$ cat src/hdl/rcpd_pkg.sv
package rcpd_pkg;

  // Payload and register widths
  localparam int unsigned DATA_W         = 16;
  localparam int unsigned CFG_IDX_W      = 3;
  localparam int unsigned CFG_DATA_W     = 16;
  localparam int unsigned COUNT_BITS_DEF = 16;

  // Stretch divide: quotient always fits in DATA_W bits, one bit per step
  localparam int unsigned DIV_STEPS = DATA_W;
  localparam int unsigned DIV_CNT_W = $clog2(DIV_STEPS);

  // Register indexes on the configuration port
  localparam logic [CFG_IDX_W-1:0] IDX_MIN_WIDTH   = 3'd0;
  localparam logic [CFG_IDX_W-1:0] IDX_MAX_WIDTH   = 3'd1;
  localparam logic [CFG_IDX_W-1:0] IDX_MID_WIDTH   = 3'd2;
  localparam logic [CFG_IDX_W-1:0] IDX_CENTER_BAND = 3'd3;
  localparam logic [CFG_IDX_W-1:0] IDX_END_BAND    = 3'd4;
  localparam logic [CFG_IDX_W-1:0] IDX_DZ_ENABLE   = 3'd5;
  localparam logic [CFG_IDX_W-1:0] IDX_ST_ENABLE   = 3'd6;

  // Register reset values
  localparam logic [DATA_W-1:0] RST_MIN_WIDTH   = 16'd1000;
  localparam logic [DATA_W-1:0] RST_MAX_WIDTH   = 16'd2000;
  localparam logic [DATA_W-1:0] RST_MID_WIDTH   = 16'd1500;
  localparam logic [DATA_W-1:0] RST_CENTER_BAND = 16'd20;
  localparam logic [DATA_W-1:0] RST_END_BAND    = 16'd20;

  typedef struct packed {
    logic [DATA_W-1:0] min_width;
    logic [DATA_W-1:0] max_width;
    logic [DATA_W-1:0] mid_width;
    logic [DATA_W-1:0] center_band;
    logic [DATA_W-1:0] end_band;
    logic              dead_zone_enable;
    logic              stretch_enable;
  } rcpd_cfg_t;

  // Controller to datapath commands
  typedef struct packed {
    logic item_ld;
    logic base_ld;
    logic bound_ld;
    logic map_ld;
    logic mul_ld;
    logic div_step;
    logic fix_ld;
    logic out_ld;
  } rcpd_cmd_t;

  // Datapath to controller status
  typedef struct packed {
    logic need_div;
  } rcpd_sts_t;

  typedef enum logic [2:0] {
    ST_IDLE,
    ST_BASE,
    ST_BOUND,
    ST_MAP,
    ST_MUL,
    ST_DIV,
    ST_FIX,
    ST_OUT
  } rcpd_state_t;

endpackage

$ cat src/hdl/rcpd_in_if.sv
interface rcpd_in_if;
  logic valid;
  logic ready;
  logic pin_level;

  modport source (output valid, output pin_level, input ready);
  modport sink   (input valid, input pin_level, output ready);
endinterface

$ cat src/hdl/rcpd_out_if.sv
interface rcpd_out_if;
  logic                        valid;
  logic                        ready;
  logic [rcpd_pkg::DATA_W-1:0] stick_value;
  logic                        pulse_done;

  modport source (output valid, output stick_value, output pulse_done, input ready);
  modport sink   (input valid, input stick_value, input pulse_done, output ready);
endinterface

$ cat src/hdl/rcpd_cfg_regs.sv
module rcpd_cfg_regs (
  input  logic                                clk,
  input  logic                                rst_n,
  input  logic                                cfg_we,
  input  logic [rcpd_pkg::CFG_IDX_W-1:0]      cfg_index,
  input  logic [rcpd_pkg::CFG_DATA_W-1:0]     cfg_wdata,
  output rcpd_pkg::rcpd_cfg_t                 cfg
);
  import rcpd_pkg::*;

  rcpd_cfg_t cfg_r;

  // Register file, writes to unused indexes are dropped
  always_ff @(posedge clk) begin
    if (!rst_n) begin
      cfg_r.min_width        <= RST_MIN_WIDTH;
      cfg_r.max_width        <= RST_MAX_WIDTH;
      cfg_r.mid_width        <= RST_MID_WIDTH;
      cfg_r.center_band      <= RST_CENTER_BAND;
      cfg_r.end_band         <= RST_END_BAND;
      cfg_r.dead_zone_enable <= 1'b0;
      cfg_r.stretch_enable   <= 1'b0;
    end else if (cfg_we) begin
      unique case (cfg_index)
        IDX_MIN_WIDTH:   cfg_r.min_width        <= cfg_wdata[DATA_W-1:0];
        IDX_MAX_WIDTH:   cfg_r.max_width        <= cfg_wdata[DATA_W-1:0];
        IDX_MID_WIDTH:   cfg_r.mid_width        <= cfg_wdata[DATA_W-1:0];
        IDX_CENTER_BAND: cfg_r.center_band      <= cfg_wdata[DATA_W-1:0];
        IDX_END_BAND:    cfg_r.end_band         <= cfg_wdata[DATA_W-1:0];
        IDX_DZ_ENABLE:   cfg_r.dead_zone_enable <= cfg_wdata[0];
        IDX_ST_ENABLE:   cfg_r.stretch_enable   <= cfg_wdata[0];
        default: begin
        end
      endcase
    end
  end

  assign cfg = cfg_r;

endmodule

$ cat src/hdl/rcpd_ctrl.sv
module rcpd_ctrl (
  input  logic                 clk,
  input  logic                 rst_n,
  input  logic                 in_valid,
  output logic                 in_ready,
  output logic                 out_valid,
  input  logic                 out_ready,
  input  rcpd_pkg::rcpd_sts_t  sts,
  output rcpd_pkg::rcpd_cmd_t  cmd
);
  import rcpd_pkg::*;

  rcpd_state_t           state_r, state_nxt;
  logic [DIV_CNT_W-1:0]  div_cnt_r, div_cnt_nxt;
  logic                  out_valid_r, out_valid_nxt;

  // State, divide step counter and output valid
  always_ff @(posedge clk) begin
    if (!rst_n) begin
      state_r     <= ST_IDLE;
      div_cnt_r   <= '0;
      out_valid_r <= 1'b0;
    end else begin
      state_r     <= state_nxt;
      div_cnt_r   <= div_cnt_nxt;
      out_valid_r <= out_valid_nxt;
    end
  end

  // Next state and commands
  always_comb begin
    state_nxt   = state_r;
    div_cnt_nxt = div_cnt_r;
    cmd         = '0;
    in_ready    = 1'b0;
    unique case (state_r)
      ST_IDLE: begin
        in_ready = 1'b1;
        if (in_valid) begin
          cmd.item_ld = 1'b1;
          state_nxt   = ST_BASE;
        end
      end
      ST_BASE: begin
        cmd.base_ld = 1'b1;
        state_nxt   = ST_BOUND;
      end
      ST_BOUND: begin
        cmd.bound_ld = 1'b1;
        state_nxt    = ST_MAP;
      end
      ST_MAP: begin
        cmd.map_ld = 1'b1;
        state_nxt  = sts.need_div ? ST_MUL : ST_OUT;
      end
      ST_MUL: begin
        cmd.mul_ld  = 1'b1;
        div_cnt_nxt = '0;
        state_nxt   = ST_DIV;
      end
      ST_DIV: begin
        cmd.div_step = 1'b1;
        div_cnt_nxt  = div_cnt_r + 1'b1;
        if (div_cnt_r == DIV_CNT_W'(DIV_STEPS - 1)) begin
          state_nxt = ST_FIX;
        end
      end
      ST_FIX: begin
        cmd.fix_ld = 1'b1;
        state_nxt  = ST_OUT;
      end
      ST_OUT: begin
        // wait for the output register to free up
        if (!out_valid_r || out_ready) begin
          cmd.out_ld = 1'b1;
          state_nxt  = ST_IDLE;
        end
      end
      default: state_nxt = ST_IDLE;
    endcase
  end

  always_comb begin
    if (cmd.out_ld) begin
      out_valid_nxt = 1'b1;
    end else if (out_ready) begin
      out_valid_nxt = 1'b0;
    end else begin
      out_valid_nxt = out_valid_r;
    end
  end

  assign out_valid = out_valid_r;

endmodule

$ cat src/hdl/rcpd_datapath.sv
module rcpd_datapath #(
  parameter int unsigned WIDTH_BITS = rcpd_pkg::COUNT_BITS_DEF
) (
  input  logic                          clk,
  input  logic                          rst_n,
  input  rcpd_pkg::rcpd_cfg_t           cfg,
  input  rcpd_pkg::rcpd_cmd_t           cmd,
  output rcpd_pkg::rcpd_sts_t           sts,
  input  logic                          pin_level,
  output logic [rcpd_pkg::DATA_W-1:0]   stick_value,
  output logic                          pulse_done
);
  import rcpd_pkg::*;

  localparam int unsigned CMP_W = (WIDTH_BITS > DATA_W) ? WIDTH_BITS : DATA_W;
  // signed working width: sums of two or three widths with sign
  localparam int unsigned SW    = DATA_W + 3;

  localparam logic signed [SW-1:0] SAT_MAX = {{(SW - DATA_W){1'b0}}, {DATA_W{1'b1}}};

  function automatic logic signed [SW-1:0] sx(input logic [DATA_W-1:0] x);
    return $signed({{(SW - DATA_W){1'b0}}, x});
  endfunction

  function automatic logic [DATA_W-1:0] sat(input logic signed [SW-1:0] x);
    logic [DATA_W-1:0] r;
    if (x < 0) begin
      r = '0;
    end else if (x > SAT_MAX) begin
      r = '1;
    end else begin
      r = x[DATA_W-1:0];
    end
    return r;
  endfunction

  // ---------------------------------------------------------------
  // Pulse capture state
  logic                   last_r;
  logic [WIDTH_BITS-1:0]  cnt_r, cnt_nxt;
  logic [DATA_W-1:0]      held_r, held_nxt;
  logic                   seen_r;
  logic                   done_r;
  logic                   rise, fall;
  logic [CMP_W-1:0]       w_ext;

  always_comb begin
    rise  = pin_level & ~last_r;
    fall  = ~pin_level & last_r;
    if (rise) begin
      cnt_nxt = '0;
    end else if (cnt_r != '1) begin
      cnt_nxt = cnt_r + 1'b1;
    end else begin
      cnt_nxt = cnt_r;
    end
    // clamp the measured width; the low limit is tested first
    w_ext = CMP_W'(cnt_nxt);
    if (w_ext < CMP_W'(cfg.min_width)) begin
      held_nxt = cfg.min_width;
    end else if (w_ext > CMP_W'(cfg.max_width)) begin
      held_nxt = cfg.max_width;
    end else begin
      held_nxt = w_ext[DATA_W-1:0];
    end
  end

  always_ff @(posedge clk) begin
    if (!rst_n) begin
      last_r <= 1'b0;
      cnt_r  <= '0;
      held_r <= '0;
      seen_r <= 1'b0;
      done_r <= 1'b0;
    end else if (cmd.item_ld) begin
      last_r <= pin_level;
      cnt_r  <= cnt_nxt;
      done_r <= fall;
      if (fall) begin
        held_r <= held_nxt;
        seen_r <= 1'b1;
      end
    end
  end

  // ---------------------------------------------------------------
  // Midpoint and base width
  logic [DATA_W-1:0] span, mid_half, mid_val;

  always_comb begin
    span     = cfg.max_width - cfg.min_width;
    mid_half = cfg.min_width + (span >> 1);
    if (cfg.mid_width > cfg.min_width && cfg.mid_width < cfg.max_width) begin
      mid_val = cfg.mid_width;
    end else if (cfg.max_width < cfg.min_width) begin
      mid_val = cfg.min_width;
    end else begin
      mid_val = mid_half;
    end
  end

  logic [DATA_W-1:0] v_r, m_r;

  // ---------------------------------------------------------------
  // Dead zone boundaries
  logic signed [SW-1:0] up_lo_r, up_hi_r, dn_hi_r, dn_lo_r;

  // ---------------------------------------------------------------
  // Region select, direct result and divide operands
  logic signed [SW-1:0] vs, ms, d_up_x, d_up_den, d_dn_x, d_dn_den, k_up, k_dn, direct;
  logic                 need_div, neg;
  logic [DATA_W-1:0]    x_sel, k_sel, den_sel, off_sel;

  always_comb begin
    vs       = sx(v_r);
    ms       = sx(m_r);
    d_up_x   = vs - up_lo_r;
    d_up_den = up_hi_r - up_lo_r;
    d_dn_x   = vs - dn_lo_r;
    d_dn_den = dn_hi_r - dn_lo_r;
    k_up     = (sx(cfg.max_width) < ms) ? ms - sx(cfg.max_width) : sx(cfg.max_width) - ms;
    k_dn     = ms - sx(cfg.min_width);
    direct   = vs;
    need_div = 1'b0;
    neg      = 1'b0;
    x_sel    = '0;
    k_sel    = '0;
    den_sel  = '0;
    off_sel  = '0;
    if (cfg.dead_zone_enable) begin
      if (vs >= up_lo_r) begin
        // upper live range or upper end zone
        if (vs < up_hi_r) begin
          if (cfg.stretch_enable) begin
            need_div = 1'b1;
            neg      = sx(cfg.max_width) < ms;
            x_sel    = d_up_x[DATA_W-1:0];
            k_sel    = k_up[DATA_W-1:0];
            den_sel  = d_up_den[DATA_W-1:0];
            off_sel  = m_r;
          end else begin
            direct = vs - sx(cfg.center_band);
          end
        end else begin
          direct = cfg.stretch_enable ? sx(cfg.max_width) : up_hi_r - sx(cfg.center_band);
        end
      end else if (vs <= dn_hi_r) begin
        // lower live range or lower end zone
        if (vs > dn_lo_r) begin
          if (cfg.stretch_enable) begin
            need_div = 1'b1;
            x_sel    = d_dn_x[DATA_W-1:0];
            k_sel    = k_dn[DATA_W-1:0];
            den_sel  = d_dn_den[DATA_W-1:0];
            off_sel  = cfg.min_width;
          end else begin
            direct = vs + sx(cfg.center_band);
          end
        end else begin
          direct = cfg.stretch_enable ? sx(cfg.min_width) : dn_lo_r + sx(cfg.center_band);
        end
      end else begin
        // centre dead zone
        direct = ms;
      end
    end
  end

  assign sts.need_div = need_div;

  logic [DATA_W-1:0] x_r, k_r, den_r, off_r, result_r;
  logic              neg_r;

  // ---------------------------------------------------------------
  // Multiply then restoring divide, quotient shifts into quo_r
  logic [DATA_W-1:0]    rem_r, quo_r;
  logic [DATA_W:0]      shifted, trial;
  logic                 ge;
  logic signed [SW-1:0] fix_val;

  always_comb begin
    shifted = {rem_r, quo_r[DATA_W-1]};
    trial   = shifted - {1'b0, den_r};
    ge      = shifted >= {1'b0, den_r};
    fix_val = neg_r ? sx(off_r) - sx(quo_r) : sx(off_r) + sx(quo_r);
  end

  logic [DATA_W-1:0] stick_r;
  logic              pdone_r;

  // Payload registers
  always_ff @(posedge clk) begin
    if (cmd.base_ld) begin
      v_r <= seen_r ? held_r : mid_val;
      m_r <= mid_val;
    end
    if (cmd.bound_ld) begin
      up_lo_r <= sx(m_r) + sx(cfg.center_band);
      up_hi_r <= sx(cfg.max_width) - sx(cfg.end_band);
      dn_hi_r <= sx(m_r) - sx(cfg.center_band);
      dn_lo_r <= sx(cfg.min_width) + sx(cfg.end_band);
    end
    if (cmd.map_ld) begin
      result_r <= sat(direct);
      x_r      <= x_sel;
      k_r      <= k_sel;
      den_r    <= den_sel;
      off_r    <= off_sel;
      neg_r    <= neg;
    end
    if (cmd.mul_ld) begin
      {rem_r, quo_r} <= x_r * k_r;
    end else if (cmd.div_step) begin
      rem_r <= ge ? trial[DATA_W-1:0] : shifted[DATA_W-1:0];
      quo_r <= {quo_r[DATA_W-2:0], ge};
    end
    if (cmd.fix_ld) begin
      result_r <= sat(fix_val);
    end
    if (cmd.out_ld) begin
      stick_r <= result_r;
      pdone_r <= done_r;
    end
  end

  assign stick_value = stick_r;
  assign pulse_done  = pdone_r;

endmodule

$ cat src/hdl/rc_pulse_capture_deadzone_core.sv
// RC pulse width capture with dead zone mapping. Each input item is one pin
// sample taken on a one microsecond tick; each item gives exactly one result
// item carrying the held pulse width (after optional dead zone mapping) and a
// flag that the tick closed a pulse. The counter saturates at 2^WIDTH_BITS-1
// and the width is clamped to the min/max registers; until the first pulse
// the midpoint is reported. One item is worked at a time, through the base,
// bound, map and output states; when dead zones and stretch are both on and
// the width falls in a live range, a multiply, a 16-step restoring divide
// and a fix-up come between map and output. A finished result sits in an
// output register, so acceptance resumes while it waits to be taken.
// Configuration writes must be made only while the block is idle.
module rc_pulse_capture_deadzone_core #(
  parameter int unsigned WIDTH_BITS = rcpd_pkg::COUNT_BITS_DEF
) (
  input  logic                             clk,
  input  logic                             rst_n,
  input  logic                             cfg_we,
  input  logic [rcpd_pkg::CFG_IDX_W-1:0]   cfg_index,
  input  logic [rcpd_pkg::CFG_DATA_W-1:0]  cfg_wdata,
  rcpd_in_if.sink                          in_item,
  rcpd_out_if.source                       out_item
);
  import rcpd_pkg::*;

  rcpd_cfg_t cfg;
  rcpd_cmd_t cmd;
  rcpd_sts_t sts;

  // Configuration registers
  rcpd_cfg_regs u_cfg (
    .clk       (clk),
    .rst_n     (rst_n),
    .cfg_we    (cfg_we),
    .cfg_index (cfg_index),
    .cfg_wdata (cfg_wdata),
    .cfg       (cfg)
  );

  // Sequencer
  rcpd_ctrl u_ctrl (
    .clk       (clk),
    .rst_n     (rst_n),
    .in_valid  (in_item.valid),
    .in_ready  (in_item.ready),
    .out_valid (out_item.valid),
    .out_ready (out_item.ready),
    .sts       (sts),
    .cmd       (cmd)
  );

  // Capture, mapping and divide
  rcpd_datapath #(
    .WIDTH_BITS (WIDTH_BITS)
  ) u_dp (
    .clk         (clk),
    .rst_n       (rst_n),
    .cfg         (cfg),
    .cmd         (cmd),
    .sts         (sts),
    .pin_level   (in_item.pin_level),
    .stick_value (out_item.stick_value),
    .pulse_done  (out_item.pulse_done)
  );

endmodule

$ cat src/flat_wrapper.sv
// flat-port wrapper written by rule: the top's interface ports become plain ports
module rc_pulse_capture_deadzone_core_flat import rcpd_pkg::*;
#(
  parameter int unsigned WIDTH_BITS = rcpd_pkg::COUNT_BITS_DEF
)
  (clk, rst_n, cfg_we, cfg_index, cfg_wdata, in_item_valid, in_item_pin_level, in_item_ready, out_item_valid, out_item_stick_value, out_item_pulse_done, out_item_ready);
  rcpd_in_if in_item_i ();
  rcpd_out_if out_item_i ();
  input  logic clk;
  input  logic rst_n;
  input  logic cfg_we;
  input  logic [rcpd_pkg::CFG_IDX_W-1:0] cfg_index;
  input  logic [rcpd_pkg::CFG_DATA_W-1:0] cfg_wdata;
  input wire logic [$bits(in_item_i.valid)-1:0] in_item_valid;
  input wire logic [$bits(in_item_i.pin_level)-1:0] in_item_pin_level;
  output wire logic [$bits(in_item_i.ready)-1:0] in_item_ready;
  output wire logic [$bits(out_item_i.valid)-1:0] out_item_valid;
  output wire logic [$bits(out_item_i.stick_value)-1:0] out_item_stick_value;
  output wire logic [$bits(out_item_i.pulse_done)-1:0] out_item_pulse_done;
  input wire logic [$bits(out_item_i.ready)-1:0] out_item_ready;
  assign in_item_i.valid = in_item_valid;
  assign in_item_i.pin_level = in_item_pin_level;
  assign in_item_ready = in_item_i.ready;
  assign out_item_valid = out_item_i.valid;
  assign out_item_stick_value = out_item_i.stick_value;
  assign out_item_pulse_done = out_item_i.pulse_done;
  assign out_item_i.ready = out_item_ready;
  rc_pulse_capture_deadzone_core #(.WIDTH_BITS(WIDTH_BITS)) u_core (.clk(clk), .rst_n(rst_n), .cfg_we(cfg_we), .cfg_index(cfg_index), .cfg_wdata(cfg_wdata), .in_item(in_item_i), .out_item(out_item_i));
endmodule
$ cat config.mk
export PLATFORM = sky130hd
export DESIGN_NAME = rc_pulse_capture_deadzone_core_flat
export DESIGN_NICKNAME = d
export VERILOG_FILES = /design/src/hdl/rcpd_pkg.sv /design/src/hdl/rcpd_in_if.sv /design/src/hdl/rcpd_out_if.sv /design/src/hdl/rcpd_cfg_regs.sv /design/src/hdl/rcpd_ctrl.sv /design/src/hdl/rcpd_datapath.sv /design/src/hdl/rc_pulse_capture_deadzone_core.sv /design/src/flat_wrapper.sv
export SDC_FILE = /design/constraint.sdc
export NUM_CORES = 2
export LEC_CHECK = 0
export BUFFER_PORTS_ARGS = -buffer_cell sky130_fd_sc_hd__buf_4
export CORE_MARGIN = 2
export CORE_UTILIZATION = 45
export DETAILED_ROUTE_END_ITERATION = 10
export PLACE_DENSITY = 0.68
export SETUP_SLACK_MARGIN = 0.05
export SYNTH_ARGS = -nofsm -noshare
export SYNTH_HDL_FRONTEND = slang
export SYNTH_SLANG_ARGS = --single-unit
$ cat constraint.sdc
create_clock -name clk -period 5.8 [get_ports clk]
set_input_delay 0.29 -clock clk [delete_from_list [all_inputs] [get_ports clk]]
set_output_delay 0.29 -clock clk [all_outputs]
set_load 0.01 [all_outputs]
## After elaboration in Yosys (flattened, before gate mapping)

Cells that the tools add are included.

- Add/sub/neg operators: 22
- $mul: 1
- Divide/modulo/power cells: 0
- $lt $le $gt $ge: 15
- Equality and inequality tests: 18
- Shift operators: 0
- Mux-type cells: 78
- Bitwise operators: 4
- Reduce and logical (&&, ||, !) cells: 19

Operator list:

| kind | count |
|---|---|
| $mux 16 | 43 |
| $mux 19 | 9 |
| $sub 16x16->16 | 9 |
| $add 16x16->17 | 4 |
| $sub 16x16->17 | 4 |
| $lt 16x16->1 | 4 |
| $gt 19x17->1 const B | 2 |
| $lt 19x1->1 const B | 2 |
| $gt 16x16->1 | 2 |
| $mul 16x16->32 | 1 |
| $pmux 3 s8 | 1 |
| $eq 3x3->1 const B | 7 |
| $mux 1 | 19 |
| $add 17x16->18 | 1 |
| $sub 17x17->18 | 1 |
| $ge 16x17->1 | 1 |
| $ge 17x16->1 | 1 |
| $gt 16x17->1 | 1 |
| $le 17x17->1 | 1 |
| $lt 17x17->1 | 1 |
| $mux 17 | 1 |
| $add 16x1->16 const B | 1 |
| $add 16x15->16 | 1 |
| $ne 16x16->1 const B | 1 |
| other kinds (18) | 39 |

- Bits in registers: 355
- Latch bits: 0
- Bits in writable memories: 0
- Bits in read-only memories: 0
- Input port bits: 25
- Output and inout bits: 19
- Logic and storage cells: 188
- Memories: 0

## Depth between registers and ports, before layout

- Depth in word-level cells: 11
- Mapped depth: 25
- Gate-level depth less buffers: 24

## By module

A second synthesis with hierarchy kept.

- Cell total of the unflattened synthesis: 4,482
- Area total of the unflattened synthesis: 40,033.4 um^2

Modules (own cells, without submodules):

| module | instances | cells each | area an instance (um^2) |
|---|---|---|---|
| rcpd_datapath | 1 | 4,120 | 36,416.2 |
| rcpd_cfg_regs | 1 | 305 | 3,166.8 |
| rcpd_ctrl | 1 | 57 | 450.4 |

## Worst setup path after synthesis

Ideal clock, no wire load.

- Path kind: reg2reg
- From: register u_core.u_dp.x_r[5]
- To: register u_core.u_dp.rem_r[6] (data pin)
- Setup time: 0.255 ns
- Arrival time: 6.197 ns
- Data required time: 5.545 ns
- Setup slack: -0.652 ns
- Cell stages (with the launch flop): 24
- Buffers on the path: 1
- Clock period less this slack: 6.452 ns
- Cells stage by stage: edfxtp_1 clkbuf_1 and2_1 fa_1 inv_1 fa_1 fa_1 fa_1 inv_1 fa_1 inv_1 fa_1 inv_1 ha_1 a21o_1 a21o_1 a21o_1 a22o_1 a31oi_1 a211o_1 o21ba_2 nor3b_1 or4b_1 and3_1

- Cells in the longest elaborated chain, start to end: 2

Ends and longest elaborated chain:

| item | line | RTL |
|---|---|---|
| from (decl) | rcpd_datapath.sv:171 | `logic [DATA_W-1:0] x_r, k_r, den_r, off_r, result_r;` |
| from (signal assigned) | rcpd_datapath.sv:205 | `x_r <= x_sel;` |
| $mul 16x16->32 | rcpd_datapath.sv:212 | `{rem_r, quo_r} <= x_r * k_r;` |
| $mux 16 | rcpd_datapath.sv:211 | `if (cmd.mul_ld) begin` |
| to (signal assigned) | rcpd_datapath.sv:212 |  |
| to (signal assigned) | rcpd_datapath.sv:214 | `rem_r <= ge ? trial[DATA_W-1:0] : shifted[DATA_W-1:0];` |
| to (decl) | rcpd_datapath.sv:176 | `logic [DATA_W-1:0] rem_r, quo_r;` |

Every way passes these cells.
A chain may end at the register's enable or synchronous reset.

## Final worst setup path

Same ends and word-level chain as after synthesis.

==> flow_metrics.py <==
metrics = {
    "placed_design": {
        "numPortBuffers": 43,
        "gp_congestion": 1.004,
        "hpwl_um": 109700,
    },
    "global_route": {
        "grt-ovfl-total": 0,
        "grt_pass1_vias": 34071,
        "grt_max_degree": 87,
        "antenna_found_initial": 3,
        "grt_pass1_wl_um": 205100,
        "track_usage_pct": 29.89,
    },
    "sta": {
        "fin_ws_ns": -0.4876,
        "clock.fmax_mhz": 159.0,
        "finalSetupViolCount": 15,
        "tightest_slew_ns": 1.208,
        "final.min_clock_period_ns": 6.288,
        "finalClockSkew_ns": 0.05792,
        "slew_headroom_pct": 18.73,
        "setup-tns-final_ns": -4.893,
        "report.final.slew_viol_count": 0,
        "hold_ws_ns": 0.01755,
        "period_share_pct": 108.4,
        "hold_viol": 0,
        "rsz0062_at_grt": "yes",
    },
    "logic_synthesis": {
        "synth-edff-count": 229,
        "syn_nets": 5294,
        "yosys.area.top_type": "edfxtp_1",
        "yosys_warnings": 0,
        "ys_seq_area_share_pct": 23.58,
        "synthTopCellsByArea": "edfxtp_1 17%, ha_1 16%, fa_1 11%",
        "synth.cell_area_mm2": 0.03978,
        "ys_ff_latch": 354,
        "synth.distinct_cells": 105,
        "netlist_instances": 4543,
        "synth_top_area_share_pct": 17.29,
        "synth_flop_cell": "edfxtp_1",
        "avgSynthCellArea_um2": 8.756,
        "ys_async_sr_fraction_pct": 0,
    },
    "drt": {
        "drt_iter0_drc": 3334,
        "drtAntennaViolNets": 0,
        "drc": 0,
        "via_count": 34972,
        "post_drt_via_cell_ratio": 5.910,
        "dr.pass1.iters": 6,
        "wl_per_cell_um": 23.08,
        "routed_wl_um": 136600,
    },
    "floorplanning": {
        "start_util_pct": 45.22,
        "core_mm2": 0.08797,
        "ios": 44,
        "fp.dieH_um": 301.3,
        "rows": 109,
        "die_area_mm2": 0.09079,
        "die_w_um": 301.3,
    },
    "setup_path": {
        "critical_path_peak_fanout": 5,
        "worstPathArrival_ns": 6.62,
        "r2r-end": "u_core.u_dp.rem_r[6]$_DFFE_PP_",
        "crit_path_start_kind": "flop",
        "rrSetupSlack_ns": -0.49,
        "required_ns": 6.14,
        "cp-end-kind": "flop",
        "r2r_cells": 22,
        "cp-startpoint": "u_core.u_dp.x_r[5]$_SDFFCE_PN0P_",
        "worstSetupPathType": "reg2reg",
        "critPathCapture": "u_core.u_dp.rem_r[6]$_DFFE_PP_",
        "rr_startpoint": "u_core.u_dp.x_r[5]$_SDFFCE_PN0P_",
    },
    "clock_network": {
        "cts-root-buf": "clkbuf_16",
        "cts_made_buffers": 42,
        "clk_pin_slew_ns": 0.07,
        "cts_tree": "done",
        "insertion_delay_ns": 0.63,
        "clkSinkCount": 354,
        "cts.path.max_buffers": 3,
        "h-tree-depth": 2,
    },
    "run_status": {
        "status": "finished, violations left",
        "violations": "setup timing",
    },
    "worst_hold_path": {
        "hold_path.class": "in2reg",
    },
    "cells_and_area": {
        "multi_input_area_mm2": 0.02809,
        "nets": 5469,
        "syn_to_final_growth_pct": 12.17,
        "drive_gt1_share_pct": 10.67,
        "n_antenna_cell": 0,
        "seq_area_mm2": 0.009379,
        "n_fill_cell": 8212,
    },
    "power": {
        "p_leak_nw": 19.93,
        "vdd_ir_drop_max_uv": 2738,
        "power_density_mw_per_mm2": 645.7,
    },
    "job": {
        "drv_cap": 0,
    },
}
-- stage by stage --
| stage | area [µm²] | total power, W | instances | setup slack, ns | utilization, % |
|---|---|---|---|---|---|
| after global routing | 44620 | 0.03105 | 5917 | -0.6890 | 50.72 |
| final | 44620 | 0.02881 | 5917 | -0.4876 | 50.72 |
| after CTS | 44540 | 0.02805 | 5916 | -0.4478 | 50.63 |
| after detailed placement | 42610 | 0.02199 | 5802 | -0.4798 | 48.44 |
| after floorplan | 39950 | 0.01553 | 4543 | -0.3190 | - |
| after global placement | 42610 | 0.02178 | 5802 | -0.4499 | 48.44 |
-- cell type report --
type / count / area share, %
inverters: 518 / 4.358
clock buffers: 55 / 2.605
multi-input cells: 3514 / 62.96
repair buffers: 288 / 5.163
flip-flops and latches: 354 / 21.02
well taps: 1165 / 3.267
clock inverters: 23 / 0.6253
-- critical path, stage by stage (launching register included) --
cell and delay (ns):
edfxtp_1 0.46, and2_4 0.20, fa_1 0.55, inv_2 0.04, fa_1 0.50, fa_2 0.39
fa_1 0.54, inv_2 0.05, fa_1 0.53, inv_1 0.05, fa_1 0.49, inv_2 0.04
ha_4 0.21, a21o_1 0.16, a21o_1 0.19, a21o_1 0.19, a22o_1 0.22, a31oi_2 0.17
a211o_1 0.22, o21ba_4 0.17, nor3b_2 0.04, or4b_1 0.48, and3_1 0.15
-- flip-flops by register name, summed over array words and instances, names as in the netlist, 17 cells and up --
| name | cells |
|---|---|
| u_core.u_cfg.cfg | 82 |
| u_core.u_dp.dn_lo_r | 17 |
| u_core.u_dp.up_hi_r | 17 |
| u_core.u_dp.up_lo_r | 17 |
-- placed cells by master (no fill, tap or decap), drive strengths merged, types with 16 or more instances in the layout --
cell type / instances
inv: 519
ha: 512
nand2: 504
a21oi: 353
buf: 271
nor2: 262
edfxtp: 229
fa: 214
o21ai: 205
xnor2: 167
and2: 131
dfxtp: 125
a21o: 97
xor2: 88
nand3: 79
nor3: 73
o22ai: 69
nor2b: 61
o211ai: 58
clkbuf: 55
mux2i: 47
nand2b: 46
a211oi: 44
o21bai: 40
o21a: 38
mux2: 34
and3: 34
nand4: 28
or3: 27
a31oi: 24
a221oi: 19
mux4: 19
dlygate4sd3: 17
clkinv: 16
-- logic make-up (layout without fill, tap and decap cells) --
| kind of cell | after synthesis | in the layout | synth area share (%) |
|---|---|---|---|
| xor+xnor | 255 | 255 | 5.614 |
| buf+inv | 675 | 884 | 6.671 |
| flops | 354 | 354 | 23.58 |
| compound gates | 1121 | 1121 | 18.29 |
| fa+ha+maj | 726 | 726 | 26.87 |
| simple gates | 1312 | 1312 | 15.67 |
| mux | 100 | 100 | 3.306 |
-- where the power goes --
group / leakage, nW / internal (W) / switching [W] / total, W
Combinational: 16.2 / 0.0116 / 0.0113 / 0.0228
Sequential: 3.03 / 0.00290 / 0.000259 / 0.00316
Clock: 0.693 / 0.00161 / 0.00120 / 0.00281
Total: 19.9 / 0.0161 / 0.0127 / 0.0288
-- cell usage after synthesis, types with 71 or more instances --
| master | number |
|---|---|
| nand2_1 | 502 |
| xor2_1 | 88 |
| a21oi_1 | 350 |
| nand3_1 | 79 |
| ha_1 | 512 |
| dfxtp_1 | 125 |
| edfxtp_1 | 229 |
| xnor2_1 | 167 |
| nor2_1 | 259 |
| clkbuf_1 | 122 |
| inv_1 | 516 |
| fa_1 | 214 |
| a21o_1 | 97 |
| and2_1 | 128 |
| o21ai_0 | 197 |
| nor3_1 | 71 |
-- metal layers --
layer	global-route usage (%)	share of wire, %	routed length, µm	vias up
met4	15.86	6.2	8419	2
met1	39.63	41	55640	16815
met3	4.820	9.4	12840	324
met5	0	0.0095	13	-
li1	-	-	-	16254
met2	46.80	44	59680	1577
-- worst min path at each step --
stage | endpoint | slack (ns) | startpoint | depth (start not counted)
after floorplan | u_core.u_dp.stick_value[0]$_DFFE_PP_ | 0.40 | u_core.u_dp.result_r[0]$_DFFE_PP_ | 0
after global placement | u_core.u_dp.stick_value[0]$_DFFE_PP_ | 0.40 | u_core.u_dp.result_r[0]$_DFFE_PP_ | 0
after detailed placement | u_core.u_dp.stick_value[3]$_DFFE_PP_ | 0.41 | u_core.u_dp.result_r[3]$_DFFE_PP_ | 0
after CTS | u_core.u_cfg.cfg[26]$_SDFFE_PN0P_ | 0.001 | cfg_wdata[8] | 3
after global routing | u_core.u_cfg.cfg[10]$_SDFFE_PN0P_ | 0.02 | cfg_wdata[8] | 3
final | u_core.u_cfg.cfg[42]$_SDFFE_PN1P_ | 0.02 | cfg_wdata[8] | 3
-- what timing repair did --
| item | CTS | global route |
|---|---|---|
| hold endpoints to repair | 70 | 0 |
| pin swaps | 60 | 25 |
| setup buffers | 21 | 4 |
| gates cloned | 0 | 0 |
| hold buffers | 17 | 0 |
| resized for setup | 50 | 22 |
| endpoints found under the setup margin | 16 | 21 |
No activity file was read; power rests on OpenSTA's default activity.
